[src/design/bld_pkg.sv]
// Shared types and constants for the block liveness dataflow unit.
package bld_pkg;

  localparam int unsigned NumBlocks = 64;
  localparam int unsigned NumVregs  = 64;
  localparam int unsigned BlkW      = 6;
  localparam int unsigned RegW      = 6;
  localparam int unsigned CntW      = 7;
  localparam int unsigned CfgIdxW   = 2;
  localparam int unsigned CfgDataW  = 7;

  typedef logic [NumVregs-1:0] vmask_t;
  typedef logic [BlkW-1:0]     blk_t;

  typedef enum logic [1:0] {
    REQ_INSTR = 2'd0,
    REQ_EDGE  = 2'd1,
    REQ_RET   = 2'd2,
    REQ_RUN   = 2'd3
  } req_e;

  typedef enum logic [CfgIdxW-1:0] {
    CFG_VREG_COUNT  = 2'd0,
    CFG_BLOCK_COUNT = 2'd1,
    CFG_ENTRY_BLOCK = 2'd2
  } cfg_e;

  typedef enum logic [3:0] {
    ST_IDLE,
    ST_LD_WR,
    ST_RUN_INIT,
    ST_RC_RD,
    ST_RC_UPD,
    ST_LV_RD,
    ST_LV_SRC,
    ST_LV_UPD,
    ST_OUT_RD,
    ST_OUT_EMIT
  } state_e;

  // successor row: count and two targets
  typedef struct packed {
    logic [1:0] cnt;
    blk_t       s1;
    blk_t       s0;
  } succ_row_t;

  typedef struct packed {
    logic accept;
    logic ret;
    logic ld_wr;
    logic run_init;
    logic addr_run;
    logic li_a_self;
    logic reach_upd;
    logic lv_old;
    logic lv_upd;
    logic emit;
    logic cnt_clr;
    logic cnt_inc;
    logic chg_clr;
  } cmd_t;

  typedef struct packed {
    logic last_blk;
    logic changed;
    logic nb_zero;
  } sts_t;

endpackage

[src/design/bld_ctrl.sv]
// Sequencer for loading, reachability, liveness sweeps and result output.
module bld_ctrl (
  input  logic          clk_i,
  input  logic          rst_ni,
  input  logic          start_i,
  input  logic [1:0]    req_type_i,
  input  bld_pkg::sts_t sts_i,
  output bld_pkg::cmd_t cmd_o,
  output logic          busy_o
);
  import bld_pkg::*;

  state_e state_q, state_d;
  req_e   req;

  assign req    = req_e'(req_type_i);
  assign busy_o = (state_q != ST_IDLE);

  always_ff @(posedge clk_i or negedge rst_ni) begin
    if (!rst_ni) begin
      state_q <= ST_IDLE;
    end else begin
      state_q <= state_d;
    end
  end

  always_comb begin
    state_d = state_q;
    case (state_q)
      ST_IDLE: begin
        if (start_i) begin
          case (req)
            REQ_INSTR, REQ_EDGE: state_d = ST_LD_WR;
            REQ_RUN:             state_d = ST_RUN_INIT;
            default:             state_d = ST_IDLE;
          endcase
        end
      end
      ST_LD_WR:    state_d = ST_IDLE;
      ST_RUN_INIT: state_d = sts_i.nb_zero ? ST_IDLE : ST_RC_RD;
      ST_RC_RD:    state_d = ST_RC_UPD;
      ST_RC_UPD: begin
        if (!sts_i.last_blk)     state_d = ST_RC_RD;
        else if (sts_i.changed)  state_d = ST_RC_RD;
        else                     state_d = ST_LV_RD;
      end
      ST_LV_RD:  state_d = ST_LV_SRC;
      ST_LV_SRC: state_d = ST_LV_UPD;
      ST_LV_UPD: begin
        if (!sts_i.last_blk)     state_d = ST_LV_RD;
        else if (sts_i.changed)  state_d = ST_LV_RD;
        else                     state_d = ST_OUT_RD;
      end
      ST_OUT_RD:   state_d = ST_OUT_EMIT;
      ST_OUT_EMIT: state_d = sts_i.last_blk ? ST_IDLE : ST_OUT_RD;
      default:     state_d = ST_IDLE;
    endcase
  end

  always_comb begin
    cmd_o = '0;
    case (state_q)
      ST_IDLE: begin
        cmd_o.accept = start_i;
        cmd_o.ret    = start_i && (req == REQ_RET);
      end
      ST_LD_WR: cmd_o.ld_wr = 1'b1;
      ST_RUN_INIT: begin
        cmd_o.run_init = 1'b1;
        cmd_o.cnt_clr  = 1'b1;
        cmd_o.chg_clr  = 1'b1;
      end
      ST_RC_RD: cmd_o.addr_run = 1'b1;
      ST_RC_UPD: begin
        cmd_o.addr_run  = 1'b1;
        cmd_o.reach_upd = 1'b1;
        cmd_o.cnt_clr   = sts_i.last_blk;
        cmd_o.chg_clr   = sts_i.last_blk;
        cmd_o.cnt_inc   = !sts_i.last_blk;
      end
      ST_LV_RD: begin
        cmd_o.addr_run  = 1'b1;
        cmd_o.li_a_self = 1'b1;
      end
      ST_LV_SRC: begin
        cmd_o.addr_run = 1'b1;
        cmd_o.lv_old   = 1'b1;
      end
      ST_LV_UPD: begin
        cmd_o.addr_run = 1'b1;
        cmd_o.lv_upd   = 1'b1;
        cmd_o.cnt_clr  = sts_i.last_blk;
        cmd_o.chg_clr  = sts_i.last_blk;
        cmd_o.cnt_inc  = !sts_i.last_blk;
      end
      ST_OUT_RD: begin
        cmd_o.addr_run  = 1'b1;
        cmd_o.li_a_self = 1'b1;
      end
      ST_OUT_EMIT: begin
        cmd_o.addr_run = 1'b1;
        cmd_o.emit     = 1'b1;
        cmd_o.cnt_inc  = !sts_i.last_blk;
      end
      default: cmd_o = '0;
    endcase
  end

endmodule

[config.mk]
export PLATFORM = sky130hd
export DESIGN_NAME = bld_ctrl
export DESIGN_NICKNAME = d
export VERILOG_FILES = /design/src/design/bld_pkg.sv /design/src/design/bld_ctrl.sv
export SDC_FILE = /design/constraint.sdc
export NUM_CORES = 1
export LEC_CHECK = 0
export ABC_CLOCK_PERIOD_IN_PS = 3730
export BUFFER_PORTS_ARGS = -buffer_cell sky130_fd_sc_hd__buf_2
export CAP_MARGIN = 40
export CORE_AREA = 2 2 39 41
export CTS_CLUSTER_SIZE = 10
export DETAILED_ROUTE_END_ITERATION = 10
export DIE_AREA = 0 0 41 43
export PLACE_DENSITY = 0.59
export SLEW_MARGIN = 15
export SYNTH_ARGS = -nofsm -noshare
export SYNTH_HDL_FRONTEND = slang
export SYNTH_SLANG_ARGS = --single-unit
[constraint.sdc]
create_clock -name clk_i -period 3.73 [get_ports clk_i]
set_clock_uncertainty 0.1 [all_clocks]
set_input_delay 0.1865 -clock clk_i [delete_from_list [all_inputs] [get_ports clk_i]]
set_output_delay 0.1865 -clock clk_i [all_outputs]
set_load 0.05 [all_outputs]
Word level (Yosys, flattened, before mapping)
Cells that the tools add are included.
Widths: inputs -> output; s select.
{ "op_classes": {"mux": 20, "eq_ne": 13, "n_reduce_logical": 10} }
{ "ops": {"columns": ["cell", "count"], "rows": [
  ["$pmux 4 s9", 1],
  ["$eq 4x3->1 const B", 4],
  ["$mux 4", 4],
  ["$mux 1", 9],
  ["$eq 4x2->1 const B", 2],
  ["$eq 4x4->1 const B", 2],
  ["$reduce_or 7->1", 1],
  ["$mux 3", 2],
  ["$reduce_or 2->1", 3],
  ["$eq 2x2->1 const B", 2],
  ["$eq 4x1->1 const B", 1],
  ["$logic_not 4->1", 1],
  ["$mux 2", 2],
  ["$pmux 2 s2", 1],
  ["$reduce_bool 4->1", 1],
  ["$reduce_or 3->1", 1],
  ["$eq 2x1->1 const B", 1],
  ["$logic_not 2->1", 1],
  ["$ne 2x2->1 const B", 1],
  ["$pmux 1 s2", 1],
  ["$logic_and 1x1->1", 1],
  ["$logic_not 1->1", 1]
]} }
{ "word_totals": {"out_inout_bits": 14, "word_cells": 44, "reg_bits": 4} }

Logic depth before layout (Yosys ltp)
{ "depth": {"ltp_word": 5, "depth_mapped": 6} }

Worst setup path after synthesis
OpenSTA, ideal clock, no wires.
{ "synth_timing": {"path_kind": "register to output", "startpoint": "register state_q[0]", "endpoint": "output port cmd_o[2] (netlist name)", "required_ps": 3444, "setup_slack_ps": 958, "path_stages_with_launch": 7, "path_buffers": 2, "arrival_ps": 2485, "cell_sequence": "dfrtp_1 buf_6 inv_2 nand2_1 nor3_1 a21o_1 buf_4"} }
{ "synth_lines": {"columns": ["item", "line_no", "rtl"], "rows": [
  ["start, declared", "bld_ctrl.sv:13", "state_e state_q, state_d;"],
  ["start signal, assigned", "bld_ctrl.sv:23", "state_q <= state_d;"],
  ["end, declared", "bld_ctrl.sv:8", "output bld_pkg::cmd_t cmd_o,"]
]} }

==> impl_metrics.ini <==
[outcome]
status = finished, final reports clean

[grt]
grt.overflow.total = 0
antenna_found_initial = 0
track_usage_pct = 14.01
grt_pass1_vias = 397
grt_pass1_wl_mm = 1.690
grt_start_max_net_pins = 14

[routing]
antenna_left = 0
routed.top_layer = met3
wirelength_mm = 1.000
drc = 0
dr.pass1.iters = 2
drtIter0Drc = 11
met3WireLength_microns = 55
wl_per_cell_microns = 10.99
met2_length_microns = 442
wl_met1_microns = 503
viasPerCell = 4.934
vias = 449

[pwr]
intPower_mw = 0.1670
leakagePower_nw = 0.3071
clock_power_share_pct = 12.5
powerDensity_nw_per_um2 = 738.8
power_frac_seq_pct = 21.2
switchingPower_mw = 0.2416
finalPower_mw = 0.4086
switching_share_pct = 59.13
peakVddDrop_uv = 318.3
comb_power_share_pct = 66.3

[final_layout]
top_regs = state_q (4)
n_fill_cell = 161
area_delta_synth_final_pct = 25.21
drive_above_1_share_pct = 42.67
largest_reg_flops = 4
nNetsFinal = 85
fin_area_sq_um = 553.0
antennaDiodeCount = 0
max_flop_register = state_q

[synthesis]
netlist_instances = 55
yosys.area.top_type = dfrtp_1
synth_nets = 63
synthArstFlopShare_pct = 100.0
ys_ff_latch = 4
ys_types = 29
yosys_warnings = 0
synth_edf_count = 0
yosys.area.top_type_share_pct = 22.66
mappedNetlistArea_sq_um = 441.7
synthTopCellsByCount = 6 x a21oi_1, 6 x nor2_1, 5 x nand2_1
syn_area_per_cell_sq_um = 8.030
yosysSeqAreaShare_pct = 22.66
synth_ff_type = dfrtp_1
synth_area_leaders = dfrtp_1 23%, buf_6 7.6%, a21oi_1 6.8%, nor2_1 5.1%, nor4_4 4.8%

[placement]
place_hpwl_microns = 830.7
portBuffers = 21
place_congestion = 0.7911
place_area_sq_um = 520.5

[floorplan]
die_width_microns = 41
rows = 14
io_pins = 22
floorplan.initialDensity_pct = 31.92
fp.dieH_microns = 43
core_area_sq_um = 1384
dieArea_sq_um = 1763

[worst_setup_path]
r2r_end = state_q[1]
crit_arrival_ns = 1.78
path_class = flop to output port
rr_worst_depth = 4
crit_fanout = 13
ff2ff_setup_slack_ns = 2.20
worstReg2RegStart = state_q[3]
required_ns = 3.44
end_kind = output port
critPathLaunchType = flop

[sta]
maxSlewViolCount = 0
whs_ns = 0.1872
layout_min_cycle_time_ns = 2.069
maxSlewHeadroom_pct = 69.01
fmaxAchievable_mhz = 483.3
hold_viol_final = 0
fin_crit_sh_pct = 55.47
tightest_slew_ns = 0.4649
finalSetupViolations = 0
rsz0062_at_grt = no
fin_setup_tns_ns = 0

[job]
drv_cap = 0

[clock_tree]
post_cts_resized = 0
cts_root_buf = clkbuf_4
cts_sinks = 4
htreeDepth = 1
clock_path_buffers = 2
clk_pin_slew_ns = 0.04
clock_latency_ns = 0.23
post_cts_buffers = 0
numCtsBuffers = 3
cts_tree = built

[min_path]
hold_path_class = input pin to asynchronous set/reset pin
==> power groups by stage <==
stage | Clock (mW) | Combinational [mW] | Sequential (mW)
6_report | 0.0510 | 0.271 | 0.0866
5_1_grt | 0.0586 | 0.290 | 0.0900
4_1_cts | 0.0548 | 0.273 | 0.0864
3_5_place_dp | 0 | 0.272 | 0.0871
3_3_place_gp | 0 | 0.271 | 0.0877
2_1_floorplan | 0 | 0.269 | 0.0589
==> worst max-delay path, stage by stage, from the launching register on <==
cell and delay, ns:
dfrtp_1 0.61, nand2b_4 0.26, nor3_2 0.05, or2_1 0.25, a21o_1 0.18, buf_2 0.20
==> per-stage QoR <==
stage                     setup slack, ns  util, %  cells
final                               1.661    39.96     91
after global routing                1.558    39.96     91
after CTS                           1.639    39.96     91
after detailed placement            1.890    37.61     87
after global placement              1.926    37.61     87
after floorplan                    0.9585        -     55
==> area by class of cell <==
class,instances,area [sq um],share of cell area [%]
clock buffers,3,22.52,4.072
inverters,4,15.01,2.715
multi-input cells,42,280.3,50.68
flip-flops and latches,4,100.1,18.10
well taps,16,20.02,3.620
repair buffers,22,115.1,20.81
==> how the worst max path moves through the flow <==
stage	start	endpoint	slack, ns	cells past startpoint
global route	state_q[3]	cmd_o[1]	1.56	5
detailed placement	state_q[3]	cmd_o[2]	1.89	5
floorplan	state_q[0]	cmd_o[2]	0.96	6
global placement	state_q[3]	cmd_o[0]	1.93	5
finish	state_q[3]	cmd_o[2]	1.66	5
CTS	state_q[3]	cmd_o[2]	1.64	5
==> kinds of logic after synthesis <==
group / count (synthesis) / share of synthesized area (%)
flops: 4 / 22.66
mux: 1 / 2.266
compound gates: 16 / 25.21
buf+inv: 9 / 13.88
simple gates: 25 / 35.98
==> cell usage in the layout, fill, tap and decap left out, drive strengths merged <==
master       synthesis  final
a2111oi              1      1
a21o                 2      2
a21oi                6      6
a32o                 1      1
and2                 1      1
and2b                1      1
buf                  5     21
clkbuf               0      3
dfrtp                4      4
dlygate4sd3          0      1
inv                  4      4
mux2i                1      1
nand2                5      5
nand2b               1      1
nand3                1      1
nor2                 8      8
nor3                 3      3
nor3b                1      1
nor4                 3      3
o21a                 1      1
o21ai                3      3
o21ba                1      1
o31a                 1      1
or2                  1      1
==> metal layers <==
metal  GRT usage (%)  up-vias
li1                -      233
met1           19.54      200
met2           19.06       16
met3           6.283        0
met4           4.000        0
met5               0        -
==> repair_timing <==
item                                    in CTS  in global routing
endpoints found under the setup margin       0                  0
hold buffers                                 1                  0
endpoints found under the hold margin        4                  0
Note: power is estimated with default switching activity, not from simulation.
